--- src/sv/lfps_pkg.sv ---
`timescale 1ns / 1ps
// ----------------------------------------------------------------------------
// Line-follow PID steering package
// Shared widths, constants, register indexes and transaction types.
// ----------------------------------------------------------------------------
package lfps_pkg;

   localparam int DEFAULT_ACC_WIDTH    = 24;
   localparam int DEFAULT_OUTPUT_LIMIT = 100;

   localparam int BRIGHT_W    = 7;
   localparam int GAIN_W      = 16;
   localparam int ERR_W       = 8;
   localparam int DIFF_W      = 9;
   localparam int DIR_W       = 8;
   localparam int CSR_INDEX_W = 2;
   localparam int CSR_DATA_W  = 16;

   localparam logic [BRIGHT_W-1:0] TAIL_THRESHOLD = 7'd8;
   localparam logic [BRIGHT_W-1:0] DARK_LEVEL     = 7'd8;

   localparam logic [BRIGHT_W-1:0]      RST_LINE_THRESHOLD = 7'd8;
   localparam logic signed [GAIN_W-1:0] RST_GAIN_P         = 16'sd2360;
   localparam logic signed [GAIN_W-1:0] RST_GAIN_I         = 16'sd0;
   localparam logic signed [GAIN_W-1:0] RST_GAIN_D         = 16'sd0;

   typedef enum logic [CSR_INDEX_W-1:0] {
      CSR_LINE_THRESHOLD = 2'd0,
      CSR_GAIN_P         = 2'd1,
      CSR_GAIN_I         = 2'd2,
      CSR_GAIN_D         = 2'd3
   } lfps_csr_type;

   typedef struct packed {
      logic                mode;
      logic [BRIGHT_W-1:0] brightness;
      logic                clear_on_line;
   } lfps_item_type;

   typedef struct packed {
      logic signed [ERR_W-1:0]  err;
      logic signed [DIFF_W-1:0] diff;
      logic                     on_line;
   } lfps_err_type;

   typedef struct packed {
      logic signed [GAIN_W-1:0] gp;
      logic signed [GAIN_W-1:0] gi;
      logic signed [GAIN_W-1:0] gd;
   } lfps_gains_type;

endpackage

--- src/sv/lfps_if.sv ---
`timescale 1ns / 1ps
// ----------------------------------------------------------------------------
// Line-follow PID steering channel interfaces
// Sample request channel and steering response channel, valid/ready.
// ----------------------------------------------------------------------------
interface lfps_req_if;
   logic                            valid;
   logic                            ready;
   logic                            mode;
   logic [lfps_pkg::BRIGHT_W-1:0]   brightness;
   logic                            clear_on_line;

   modport source (output valid, output mode, output brightness,
                   output clear_on_line, input ready);
   modport sink   (input valid, input mode, input brightness,
                   input clear_on_line, output ready);
endinterface

interface lfps_rsp_if;
   logic                                valid;
   logic                                ready;
   logic signed [lfps_pkg::DIR_W-1:0]   direction;
   logic                                on_line;

   modport source (output valid, output direction, output on_line, input ready);
   modport sink   (input valid, input direction, input on_line, output ready);
endinterface

--- src/sv/line_follow_pid_steering_core.sv ---
`timescale 1ns / 1ps
// ----------------------------------------------------------------------------
// Line-follow PID steering core
// Brightness sample in, clamped negated PID steering value and on-line flag out.
//
//   channel   direction   carries
//   req_if    in          mode, brightness, clear_on_line
//   rsp_if    out         direction, on_line
//   csr_*     in          line_threshold, three Q8.8 gains (write only)
//
// One transaction per cycle sustained while the response is not stalled;
// each sample passes four registers (input, error/integral, product, result)
// before its response is valid. The integral/previous-error feedback closes in
// the single error stage, one sample per cycle. Synchronous reset clears all
// valid flags and the controller state and loads register defaults. A stalled
// response holds each stage; bubbles are absorbed so input stays open.
// ----------------------------------------------------------------------------
module line_follow_pid_steering_core #(
   parameter int ACC_WIDTH    = lfps_pkg::DEFAULT_ACC_WIDTH,
   parameter int OUTPUT_LIMIT = lfps_pkg::DEFAULT_OUTPUT_LIMIT
) (
   input  logic                                 clock,
   input  logic                                 reset,
   lfps_req_if.sink                             req_if,
   lfps_rsp_if.source                           rsp_if,
   input  logic                                 csr_write_enable,
   input  logic [lfps_pkg::CSR_INDEX_W-1:0]     csr_index,
   input  logic [lfps_pkg::CSR_DATA_W-1:0]      csr_write_data
);
   import lfps_pkg::*;

   logic [BRIGHT_W-1:0]         line_threshold_ff;
   lfps_gains_type              gains_ff;

   logic                        in_ready;
   logic                        in_valid_ff;
   lfps_item_type               in_ff;

   logic                        trk_ready;
   logic                        trk_valid;
   lfps_err_type                trk_err;
   logic signed [ACC_WIDTH-1:0] trk_acc;
   logic                        mac_ready;

   // register file
   always_ff @(posedge clock) begin
      if (reset) begin
         line_threshold_ff <= RST_LINE_THRESHOLD;
         gains_ff.gp       <= RST_GAIN_P;
         gains_ff.gi       <= RST_GAIN_I;
         gains_ff.gd       <= RST_GAIN_D;
      end else if (csr_write_enable) begin
         unique case (lfps_csr_type'(csr_index))
            CSR_LINE_THRESHOLD: line_threshold_ff <= csr_write_data[BRIGHT_W-1:0];
            CSR_GAIN_P:         gains_ff.gp       <= $signed(csr_write_data);
            CSR_GAIN_I:         gains_ff.gi       <= $signed(csr_write_data);
            CSR_GAIN_D:         gains_ff.gd       <= $signed(csr_write_data);
         endcase
      end
   end

   // input register
   assign in_ready     = !in_valid_ff || trk_ready;
   assign req_if.ready = in_ready;

   always_ff @(posedge clock) begin
      if (reset) begin
         in_valid_ff <= 1'b0;
      end else if (in_ready) begin
         in_valid_ff <= req_if.valid;
      end
   end

   always_ff @(posedge clock) begin
      if (in_ready && req_if.valid) begin
         in_ff.mode          <= req_if.mode;
         in_ff.brightness    <= req_if.brightness;
         in_ff.clear_on_line <= req_if.clear_on_line;
      end
   end

   lfps_track #(
      .ACC_WIDTH (ACC_WIDTH)
   ) u_track (
      .clock          (clock),
      .reset          (reset),
      .in_valid       (in_valid_ff),
      .in_ready       (trk_ready),
      .in_item        (in_ff),
      .line_threshold (line_threshold_ff),
      .out_valid      (trk_valid),
      .out_ready      (mac_ready),
      .out_err        (trk_err),
      .out_acc        (trk_acc)
   );

   lfps_mac #(
      .ACC_WIDTH    (ACC_WIDTH),
      .OUTPUT_LIMIT (OUTPUT_LIMIT)
   ) u_mac (
      .clock         (clock),
      .reset         (reset),
      .in_valid      (trk_valid),
      .in_ready      (mac_ready),
      .in_err        (trk_err),
      .in_acc        (trk_acc),
      .gains         (gains_ff),
      .out_valid     (rsp_if.valid),
      .out_ready     (rsp_if.ready),
      .out_direction (rsp_if.direction),
      .out_on_line   (rsp_if.on_line)
   );

endmodule

--- src/sv/lfps_track.sv ---
`timescale 1ns / 1ps
// ----------------------------------------------------------------------------
// Line-follow PID error tracker
// Error, saturating trapezoidal integral, derivative step and on-line latch.
// ----------------------------------------------------------------------------
module lfps_track #(
   parameter int ACC_WIDTH = lfps_pkg::DEFAULT_ACC_WIDTH
) (
   input  logic                                clock,
   input  logic                                reset,
   input  logic                                in_valid,
   output logic                                in_ready,
   input  lfps_pkg::lfps_item_type             in_item,
   input  logic [lfps_pkg::BRIGHT_W-1:0]       line_threshold,
   output logic                                out_valid,
   input  logic                                out_ready,
   output lfps_pkg::lfps_err_type              out_err,
   output logic signed [ACC_WIDTH-1:0]         out_acc
);
   import lfps_pkg::*;

   localparam int WIDE_W = ACC_WIDTH + 2;
   localparam logic signed [ACC_WIDTH-1:0] ACC_MAX = {1'b0, {(ACC_WIDTH-1){1'b1}}};
   localparam logic signed [ACC_WIDTH-1:0] ACC_MIN = {1'b1, {(ACC_WIDTH-1){1'b0}}};

   logic                        fire;
   logic [BRIGHT_W-1:0]         thr;
   logic signed [ERR_W-1:0]     err_in;
   logic signed [DIFF_W-1:0]    diff_in;
   logic signed [WIDE_W-1:0]    acc_wide;
   logic signed [ACC_WIDTH-1:0] acc_in;
   logic                        latch_in;

   logic signed [ERR_W-1:0]     prev_err_ff;
   logic signed [ACC_WIDTH-1:0] acc_ff;
   logic                        latch_ff;
   logic                        valid_ff;
   lfps_err_type                err_ff;
   logic signed [ACC_WIDTH-1:0] acc_out_ff;

   assign in_ready = !valid_ff || out_ready;
   assign fire     = in_valid && in_ready;

   always_comb begin
      thr      = in_item.mode ? line_threshold : TAIL_THRESHOLD;
      err_in   = $signed({1'b0, in_item.brightness}) - $signed({1'b0, thr});
      diff_in  = DIFF_W'(err_in) - DIFF_W'(prev_err_ff);
      acc_wide = WIDE_W'(acc_ff) + WIDE_W'(err_in) + WIDE_W'(prev_err_ff);
      if (acc_wide[WIDE_W-1:ACC_WIDTH-1] == '0 ||
          acc_wide[WIDE_W-1:ACC_WIDTH-1] == '1) begin
         acc_in = acc_wide[ACC_WIDTH-1:0];
      end else if (acc_wide[WIDE_W-1]) begin
         acc_in = ACC_MIN;
      end else begin
         acc_in = ACC_MAX;
      end
      latch_in = (in_item.clear_on_line ? 1'b0 : latch_ff) ||
                 (in_item.brightness < DARK_LEVEL);
   end

   always_ff @(posedge clock) begin
      if (reset) begin
         prev_err_ff <= '0;
         acc_ff      <= '0;
         latch_ff    <= 1'b0;
         valid_ff    <= 1'b0;
      end else begin
         if (in_ready) begin
            valid_ff <= in_valid;
         end
         if (fire) begin
            prev_err_ff <= err_in;
            acc_ff      <= acc_in;
            latch_ff    <= latch_in;
         end
      end
   end

   always_ff @(posedge clock) begin
      if (fire) begin
         err_ff.err     <= err_in;
         err_ff.diff    <= diff_in;
         err_ff.on_line <= latch_in;
         acc_out_ff     <= acc_in;
      end
   end

   assign out_valid = valid_ff;
   assign out_err   = err_ff;
   assign out_acc   = acc_out_ff;

endmodule

--- src/sv/lfps_mac.sv ---
`timescale 1ns / 1ps
// ----------------------------------------------------------------------------
// Line-follow PID product and output stage
// Three gain products, then sum, floor shift, negate and clamp.
// ----------------------------------------------------------------------------
module lfps_mac #(
   parameter int ACC_WIDTH    = lfps_pkg::DEFAULT_ACC_WIDTH,
   parameter int OUTPUT_LIMIT = lfps_pkg::DEFAULT_OUTPUT_LIMIT
) (
   input  logic                                clock,
   input  logic                                reset,
   input  logic                                in_valid,
   output logic                                in_ready,
   input  lfps_pkg::lfps_err_type              in_err,
   input  logic signed [ACC_WIDTH-1:0]         in_acc,
   input  lfps_pkg::lfps_gains_type            gains,
   output logic                                out_valid,
   input  logic                                out_ready,
   output logic signed [lfps_pkg::DIR_W-1:0]   out_direction,
   output logic                                out_on_line
);
   import lfps_pkg::*;

   localparam int PP_W  = GAIN_W + ERR_W;
   localparam int PI_W  = GAIN_W + ACC_WIDTH;
   localparam int PD_W  = GAIN_W + DIFF_W;
   localparam int SUM_W = GAIN_W + ACC_WIDTH + 2;
   localparam int Q_W   = SUM_W - 8;
   localparam logic signed [Q_W-1:0]   LIM_Q   = Q_W'(OUTPUT_LIMIT);
   localparam logic signed [DIR_W-1:0] DIR_POS = DIR_W'(OUTPUT_LIMIT);
   localparam logic signed [DIR_W-1:0] DIR_NEG = DIR_W'(-OUTPUT_LIMIT);

   logic                     prod_adv;
   logic                     res_adv;
   logic signed [PP_W-1:0]   pp_in;
   logic signed [PI_W-1:0]   pi_in;
   logic signed [PD_W-1:0]   pd_in;
   logic signed [SUM_W-1:0]  sum;
   logic signed [Q_W-1:0]    q;
   logic signed [Q_W-1:0]    neg_q;
   logic signed [DIR_W-1:0]  dir_in;

   logic                     prod_valid_ff;
   logic signed [PP_W-1:0]   pp_ff;
   logic signed [PI_W-1:0]   pi_ff;
   logic signed [PD_W-1:0]   pd_ff;
   logic                     prod_on_line_ff;
   logic                     res_valid_ff;
   logic signed [DIR_W-1:0]  dir_ff;
   logic                     res_on_line_ff;

   assign res_adv  = !res_valid_ff || out_ready;
   assign prod_adv = !prod_valid_ff || res_adv;
   assign in_ready = prod_adv;

   always_comb begin
      pp_in = gains.gp * in_err.err;
      pi_in = gains.gi * in_acc;
      pd_in = gains.gd * in_err.diff;
   end

   always_comb begin
      sum   = SUM_W'(pp_ff) + SUM_W'(pi_ff) + SUM_W'(pd_ff);
      q     = sum[SUM_W-1:8];
      neg_q = -q;
      if (q > LIM_Q) begin
         dir_in = DIR_NEG;
      end else if (q < -LIM_Q) begin
         dir_in = DIR_POS;
      end else begin
         dir_in = neg_q[DIR_W-1:0];
      end
   end

   always_ff @(posedge clock) begin
      if (reset) begin
         prod_valid_ff <= 1'b0;
         res_valid_ff  <= 1'b0;
      end else begin
         if (prod_adv) begin
            prod_valid_ff <= in_valid;
         end
         if (res_adv) begin
            res_valid_ff <= prod_valid_ff;
         end
      end
   end

   always_ff @(posedge clock) begin
      if (prod_adv && in_valid) begin
         pp_ff           <= pp_in;
         pi_ff           <= pi_in;
         pd_ff           <= pd_in;
         prod_on_line_ff <= in_err.on_line;
      end
      if (res_adv && prod_valid_ff) begin
         dir_ff         <= dir_in;
         res_on_line_ff <= prod_on_line_ff;
      end
   end

   assign out_valid     = res_valid_ff;
   assign out_direction = dir_ff;
   assign out_on_line   = res_on_line_ff;

endmodule

--- src/flat_wrapper.sv ---
// flat-port wrapper written by rule: the top's interface ports become plain ports
module line_follow_pid_steering_core_flat import lfps_pkg::*;
#(
   parameter int ACC_WIDTH    = lfps_pkg::DEFAULT_ACC_WIDTH,
   parameter int OUTPUT_LIMIT = lfps_pkg::DEFAULT_OUTPUT_LIMIT
)
  (clock, reset, csr_write_enable, csr_index, csr_write_data, req_if_valid, req_if_mode, req_if_brightness, req_if_clear_on_line, req_if_ready, rsp_if_valid, rsp_if_direction, rsp_if_on_line, rsp_if_ready);
  lfps_req_if req_if_i ();
  lfps_rsp_if rsp_if_i ();
  input  logic clock;
  input  logic reset;
  input  logic csr_write_enable;
  input  logic [lfps_pkg::CSR_INDEX_W-1:0] csr_index;
  input  logic [lfps_pkg::CSR_DATA_W-1:0] csr_write_data;
  input wire logic [$bits(req_if_i.valid)-1:0] req_if_valid;
  input wire logic [$bits(req_if_i.mode)-1:0] req_if_mode;
  input wire logic [$bits(req_if_i.brightness)-1:0] req_if_brightness;
  input wire logic [$bits(req_if_i.clear_on_line)-1:0] req_if_clear_on_line;
  output wire logic [$bits(req_if_i.ready)-1:0] req_if_ready;
  output wire logic [$bits(rsp_if_i.valid)-1:0] rsp_if_valid;
  output wire logic [$bits(rsp_if_i.direction)-1:0] rsp_if_direction;
  output wire logic [$bits(rsp_if_i.on_line)-1:0] rsp_if_on_line;
  input wire logic [$bits(rsp_if_i.ready)-1:0] rsp_if_ready;
  assign req_if_i.valid = req_if_valid;
  assign req_if_i.mode = req_if_mode;
  assign req_if_i.brightness = req_if_brightness;
  assign req_if_i.clear_on_line = req_if_clear_on_line;
  assign req_if_ready = req_if_i.ready;
  assign rsp_if_valid = rsp_if_i.valid;
  assign rsp_if_direction = rsp_if_i.direction;
  assign rsp_if_on_line = rsp_if_i.on_line;
  assign rsp_if_i.ready = rsp_if_ready;
  line_follow_pid_steering_core #(.ACC_WIDTH(ACC_WIDTH), .OUTPUT_LIMIT(OUTPUT_LIMIT)) u_core (.clock(clock), .reset(reset), .req_if(req_if_i), .rsp_if(rsp_if_i), .csr_write_enable(csr_write_enable), .csr_index(csr_index), .csr_write_data(csr_write_data));
endmodule
--- config.mk ---
export PLATFORM = sky130hd
export DESIGN_NAME = line_follow_pid_steering_core_flat
export DESIGN_NICKNAME = d
export VERILOG_FILES = /design/src/sv/lfps_pkg.sv /design/src/sv/lfps_if.sv /design/src/sv/line_follow_pid_steering_core.sv /design/src/sv/lfps_track.sv /design/src/sv/lfps_mac.sv /design/src/flat_wrapper.sv
export SDC_FILE = /design/constraint.sdc
export NUM_CORES = 2
export LEC_CHECK = 0
export ABC_CLOCK_PERIOD_IN_PS = 15300
export BUFFER_PORTS_ARGS = -buffer_cell sky130_fd_sc_hd__buf_4
export CORE_UTILIZATION = 58
export DETAILED_ROUTE_END_ITERATION = 7
export PLACE_DENSITY = 0.76
export SYNTH_ARGS = -nofsm -noshare
export SYNTH_HDL_FRONTEND = slang
export SYNTH_HIERARCHICAL = 1
export SYNTH_SLANG_ARGS = --single-unit
--- constraint.sdc ---
create_clock -name clock -period 15.3 [get_ports clock]
set_input_delay 3.06 -clock clock [delete_from_list [all_inputs] [get_ports clock]]
set_output_delay 3.06 -clock clock [all_outputs]
set_load 0.1 [all_outputs]
* After elaboration in Yosys (flattened, before gate mapping)
Index checks and enable logic that the tools add are counted.
** Storage, ports and cells
- Bits in registers :: 242
- Input bits :: 32
- Word-level logic and storage cells :: 68
** Operators by class
- $add $sub $neg :: 7
- Multipliers :: 3
- Magnitude comparators :: 3
- Eq/ne operators :: 4
- Muxes and demuxes :: 5
- Reduce and logical (&&, ||, !) cells :: 21
** Operator list (count)
- $mux W24 :: 2
- $add A41 B25 Y42 :: 1
- $add A24 B40 Y41 :: 1
- $mul A16 B24 Y40 :: 1
- $gt A34 B8 Y1 const B :: 1
- $lt A34 B8 Y1 const B :: 1
- $add A25 B8 Y26 :: 1
- $add A24 B8 Y25 :: 1
- $mul A16 B9 Y25 :: 1
- $mul A16 B8 Y24 :: 1
- $sub A8 B8 Y9 :: 1
- $mux W8 :: 1
- $neg A8 Y8 :: 1
- $reduce_and A2 Y1 :: 4
- $sub A7 B7 Y8 :: 1
- $lt A7 B4 Y1 const B :: 1
- $mux W7 :: 1
- $logic_or A1 B1 Y1 :: 6
- $eq A2 B2 Y1 const B :: 2
- $logic_and A1 B1 Y1 :: 4
- $logic_not A1 Y1 :: 4
- $eq A3 B3 Y1 const B :: 1
- $logic_not A3 Y1 :: 1
- $eq A2 B1 Y1 const B :: 1
- 3 further kinds :: 3

* Longest topological paths before layout
- Depth in word-level cells :: 7
- Gate-level depth with buffers :: 26
- Mapped depth without buffers :: 25

* Hierarchy
Netlist, hierarchy kept.
** Modules (own cells, without submodules)
- lfps_mac :: instances 1, cells each 3044, area an instance 29069.1 um^2, sequential area each 3012.9 um^2
- lfps_track :: instances 1, cells each 519, area an instance 5273.8 um^2, sequential area each 1941.9 um^2
- line_follow_pid_steering_core :: instances 1, cells each 220, area an instance 2531.2 um^2, sequential area each 1391.3 um^2

* Least setup slack after synthesis
Ideal clock, no wire load.
- Path kind :: input-to-output
- From :: input port rsp_if_ready
- To :: output port req_if_ready
- Arrival :: 4.137 ns
- Slack :: 8.103 ns
- Cell stages on the path :: 4
- Path buffers :: 0
- Path through :: nor2b_1 > nand2_1 > nand2b_1 > nand2b_1
** On the way
- Longest elaborated chain between the ends :: 4
** RTL lines
- start, declared :: RTL line flat_wrapper.sv:23 : input wire logic [$bits(rsp_if_i.ready)-1:0] rsp_if_ready;
- $logic_or A1 B1 Y1 :: RTL line lfps_mac.sv:52 : assign res_adv = !res_valid_ff || out_ready;
- $logic_or A1 B1 Y1 :: RTL line lfps_mac.sv:53 : assign prod_adv = !prod_valid_ff || res_adv;
- named net u_core.mac_ready :: RTL line line_follow_pid_steering_core.sv:43 : logic mac_ready;
- $logic_or A1 B1 Y1 :: RTL line lfps_track.sv:41 : assign in_ready = !valid_ff || out_ready;
- named net u_core.trk_ready :: RTL line line_follow_pid_steering_core.sv:39 : logic trk_ready;
- $logic_or A1 B1 Y1 :: RTL line line_follow_pid_steering_core.sv:63 : assign in_ready = !in_valid_ff || trk_ready;
- end, declared :: RTL line flat_wrapper.sv:19 : output wire logic [$bits(req_if_i.ready)-1:0] req_if_ready;
The timed path passes the listed nets, and every way through them passes these cells.

* Worst setup path in the final report
- From :: register u_core/gains_ff[17] (netlist bit)
- To :: register u_core.u_mac.pi_ff[38] (data pin)
** On the way
- Longest elaborated chain between the ends :: 1
** RTL lines
- start, declared :: RTL line line_follow_pid_steering_core.sv:33 : lfps_gains_type gains_ff;
- $mul A16 B24 Y40 :: RTL line lfps_mac.sv:58 : pi_in = gains.gi * in_acc;
- named net u_core.u_mac.pi_in[38] :: RTL line lfps_mac.sv:36 : logic signed [PI_W-1:0] pi_in;
- end signal, assigned :: RTL line lfps_mac.sv:92 : pi_ff <= pi_in;
- end, declared :: RTL line lfps_mac.sv:45 : logic signed [PI_W-1:0] pi_ff;
The timed path passes the listed nets, and every way through them passes these cells.
A chain may end at the register's enable or synchronous reset.

==> flow_metrics.py <==
metrics = {
    "timing": {
        "max-slew-margin-rel": 0.2423,
        "setup_viol": 0,
        "finalClockSkew_ns": 0.03470,
        "max_freq_mhz": 134.9,
        "fin_setup_tns_ns": 0,
        "hold_violations": 0,
        "finalCriticalPeriod_ns": 7.412,
        "rsz0062_at_grt": "no",
        "finalMaxSlewViolations": 0,
        "finalCritPeriodShare": 0.4845,
        "max_slew.worst_pin.slew_ns": 1.137,
        "worst_slack_ns": 7.888,
        "fin_hold_ws_ns": 0.4252,
    },
    "setup_path": {
        "critical-path-max-stage-delay_ns": 0.91,
        "path_cells": "nand2_1 -> fa_1 -> fa_1 -> fa_1 -> fa_1 -> inv_1 -> fa_1 -> inv_1 -> fa_1 -> inv_1 -> ha_1 -> a21o_1 -> a21o_1 -> a21oi_1 -> a21oi_1 -> o2111ai_1 -> a41oi_1 -> o41ai_1 -> o21ai_0 -> a31o_2 -> a21oi_1 -> xnor2_1",
        "r2r_slack_ns": 7.89,
        "cp_slowest_cell": "dfxtp_1",
        "r2r_cells": 22,
        "arrival_ns": 7.73,
        "setup.worst_path.end": "u_core/u_mac/pi_ff[38]",
        "reg2reg_from": "u_core/gains_ff[17]",
        "critical_path_class": "flop to flop",
        "cp.required_ns": 15.61,
        "cp_common_cell": "fa_1",
        "cp-end-kind": "flop",
        "critical_path.startpoint_type": "flop",
        "path_max_fanout": 25,
        "startpoint": "u_core/gains_ff[17]",
        "rr_endpoint": "u_core/u_mac/pi_ff[38]",
    },
    "logic_synthesis": {
        "syn-cell-area_um2": 36870,
        "yosys.area_share.simple": 0.1494,
        "synth_area_leaders": "fa_1 36%, edfxtp_1 12%, ha_1 9.6%, inv_1 7.1%, dfxtp_1 5.0%",
        "syn_nets": 4759,
        "yosysSeqAreaShare": 0.1721,
        "synthAdderAreaFrac": 0.4551,
        "synth-compound-area-share": 0.08496,
        "ys_ff_latch": 242,
        "synth_top_family_by_area": "adder cells",
        "synth_ff_type": "edfxtp_1",
        "synth_edf_count": 150,
        "muxShareOfSynthArea": 0.01547,
        "synth_warnings": 6,
        "synth_top_area_share": 0.3594,
        "synthCells": 3783,
        "ys_types": 87,
        "syn_area_per_cell_um2": 9.747,
        "async_flop_share": 0,
        "synth_top_area_cell": "fa_1",
        "synthXorXnorAreaFrac": 0.03705,
    },
    "placed_design": {
        "dp_slack_ns": 7.891,
        "dp.cells": 4557,
        "port_buffers": 42,
        "gp_congestion": 0.9176,
        "dp_hpwl_um": 66500,
    },
    "global_route": {
        "grt_pass1_vias": 26350,
        "grt_pass1_wl_um": 136400,
        "antenna_found_initial": 0,
        "grt_max_degree": 70,
        "grt_util_all_layers": 0.2669,
        "overflow": 0,
    },
    "pwr": {
        "ir_drop_mv": 0.1236,
        "leakagePower_nw": 18.72,
        "power_density_nw_per_um2": 99.02,
    },
    "detailed_routing": {
        "dr.pass1.iters": 8,
        "wl_per_cell_um": 17.74,
        "via_count": 25370,
        "wl_um": 81820,
        "drtAntennaViolNets": 0,
        "first_iter_violations": 1536,
        "drc": 0,
        "vias_per_cell": 5.501,
    },
    "finish": {
        "drive_above_1_share": 0.04090,
        "layoutNonFillerInstCount": 4612,
        "post-route-util": 0.6175,
        "area_growth_pct": 5.439,
        "fin_nets": 4718,
    },
    "cts": {
        "clk_latency_ns": 0.59,
        "clockBufferDepth": 3,
        "cts_resized": 0,
        "root_buffer": "clkbuf_16",
        "numCtsBuffers": 29,
        "post_cts_buffers": 0,
        "cts_tree": "yes",
        "clk_pin_slew_ns": 0.06,
        "cts-htree-levels": 1,
        "ctsHoldBuffers": 0,
        "cts_sinks": 242,
    },
    "floorplan": {
        "io_pins": 43,
        "rows": 92,
        "dieArea_um2": 64590,
        "die_y_um": 254.1,
        "start_util": 0.5856,
        "die_w_um": 254.1,
        "core_area_um2": 62970,
    },
    "job": {
        "drv_cap": 0,
    },
    "run_status": {
        "status": "finished clean",
    },
    "min_path": {
        "hp-class": "flop to flop",
    },
}
==> layout make-up <==
type | count | area (µm²)
Sequential cell | 242 | 6346
Tap cell | 846 | 1059
Antenna cell | 1 | 2.502
Multi-Input combinational cell | 2710 | 27390
Inverter | 702 | 2636
Fill cell | 5251 | 24090
Timing Repair Buffer | 57 | 427.9
Clock buffer | 39 | 803.3
Clock inverter | 15 | 214.0
==> layer usage <==
layer / GRT usage / share of wire / vias up
met5: 0 / 0 / -
met4: 0.05835 / 0.022 / 0
met3: 0.05175 / 0.079 / 117
met2: 0.4295 / 0.46 / 815
met1: 0.3762 / 0.44 / 12630
li1: - / - / 11810
==> state kept, by name, indices dropped and copies added (netlist names) <==
| name | count |
|---|---|
| u_core/gains_ff | 48 |
| u_core/u_mac/pi_ff | 40 |
| u_core/u_mac/pd_ff | 25 |
| u_core/u_mac/pp_ff | 24 |
| u_core/u_track/acc_ff | 24 |
| u_core/u_track/out_acc | 24 |
| u_core/u_track/out_err | 18 |
| u_core/in_ff | 9 |
| u_core/u_mac/out_direction | 8 |
| u_core/u_track/prev_err_ff | 8 |
| u_core/line_threshold_ff | 7 |
| u_core/in_valid_ff | 1 |
| u_core/u_mac/out_on_line | 1 |
| u_core/u_mac/out_valid | 1 |
| u_core/u_mac/prod_on_line_ff | 1 |
| u_core/u_mac/prod_valid_ff | 1 |
| u_core/u_track/latch_ff | 1 |
| u_core/u_track/out_valid | 1 |
==> metrics by stage <==
| step | cell area [µm²] | power (W) |
|---|---|---|
| CTS | 38880 | 0.003860 |
| finish | 38880 | 0.003850 |
| global placement | 37860 | 0.003074 |
| floorplan | 36870 | 0.002576 |
| global route | 38880 | 0.004174 |
| detailed placement | 37860 | 0.003116 |
==> cell families (layout without fill, tap and decap cells) <==
family | Yosys count | after routing
fa+ha+maj | 944 | 944
mux | 57 | 57
simple gates | 1095 | 1095
flops | 242 | 242
other cells | 0 | 1
buf+inv | 831 | 813
xor+xnor | 156 | 156
compound gates | 458 | 458
==> synthesized netlist by cell type, types with 5 or more instances <==
master    instances
clkbuf_1        103
a311oi_2         15
o21a_1           18
nand4_1          19
a21oi_1         134
nand2_1         418
and2_1          287
xnor2_1         112
nand2b_1        119
a41oi_1           5
mux2i_1          57
or3_1            10
o21ai_1           9
inv_1           701
fa_1            662
a21o_1           55
nor2_1          128
o211ai_1          9
nor3_1           21
nand3b_1          5
a211oi_1         18
a211oi_2          5
and4_1            5
ha_1            282
o21bai_1         21
a31oi_1          11
a31o_2            6
buf_1             9
nand3_1          30
xor2_1           44
nor3b_1           5
nor2b_1          18
buf_2            10
o21ai_0          85
edfxtp_1        150
a311oi_1          5
and3_1            8
dfxtp_1          92
==> worst max-delay path: cells and delay by family (launching register included) <==
family,cells,cell delay [ns]
XOR/XNOR,1,0.08
AO/OA/AOI/OAI,10,2.32
flip-flops,1,0.91
AND/OR/NAND/NOR,1,0.18
buffers and inverters,3,0.15
adder cells (fa/ha/maj),7,3.48
==> power by group <==
part	internal (W)	switching [W]	leakage [nW]
logic	0.000873	0.00128	16.1
registers	0.000832	0.000141	2.15
clock network	0.000440	0.000288	0.488
total	0.00214	0.00171	18.7
==> cells in the final DEF (no fill, tap or decap), types with 11 or more instances in the layout <==
| cell type | n |
|---|---|
| inv_1 | 701 |
| fa_1 | 662 |
| nand2_1 | 418 |
| and2_1 | 286 |
| ha_1 | 282 |
| edfxtp_1 | 150 |
| a21oi_1 | 133 |
| nor2_1 | 128 |
| nand2b_1 | 119 |
| xnor2_1 | 112 |
| dfxtp_1 | 92 |
| o21ai_0 | 85 |
| buf_4 | 57 |
| mux2i_1 | 57 |
| a21o_1 | 55 |
| xor2_1 | 44 |
| nand3_1 | 30 |
| clkbuf_16 | 29 |
| o21bai_1 | 21 |
| nor3_1 | 21 |
| nand4_1 | 19 |
| o21a_1 | 18 |
| a211oi_1 | 18 |
| nor2b_1 | 18 |
| a311oi_2 | 15 |
| a31oi_1 | 11 |
==> worst min-delay path by stage <==
stage                                       startpoint                      endpoint  depth (start not counted)
final                     u_core/u_mac/prod_on_line_ff      u_core/u_mac/out_on_line                          0
after global routing      u_core/u_mac/prod_on_line_ff      u_core/u_mac/out_on_line                          0
after CTS                 u_core/u_mac/prod_on_line_ff      u_core/u_mac/out_on_line                          0
after detailed placement  u_core/u_mac/prod_on_line_ff      u_core/u_mac/out_on_line                          0
after global placement       u_core/u_track/out_err[0]  u_core/u_mac/prod_on_line_ff                          0
after floorplan           u_core/u_mac/prod_on_line_ff      u_core/u_mac/out_on_line                          0
(Power assumes the default switching activity.)
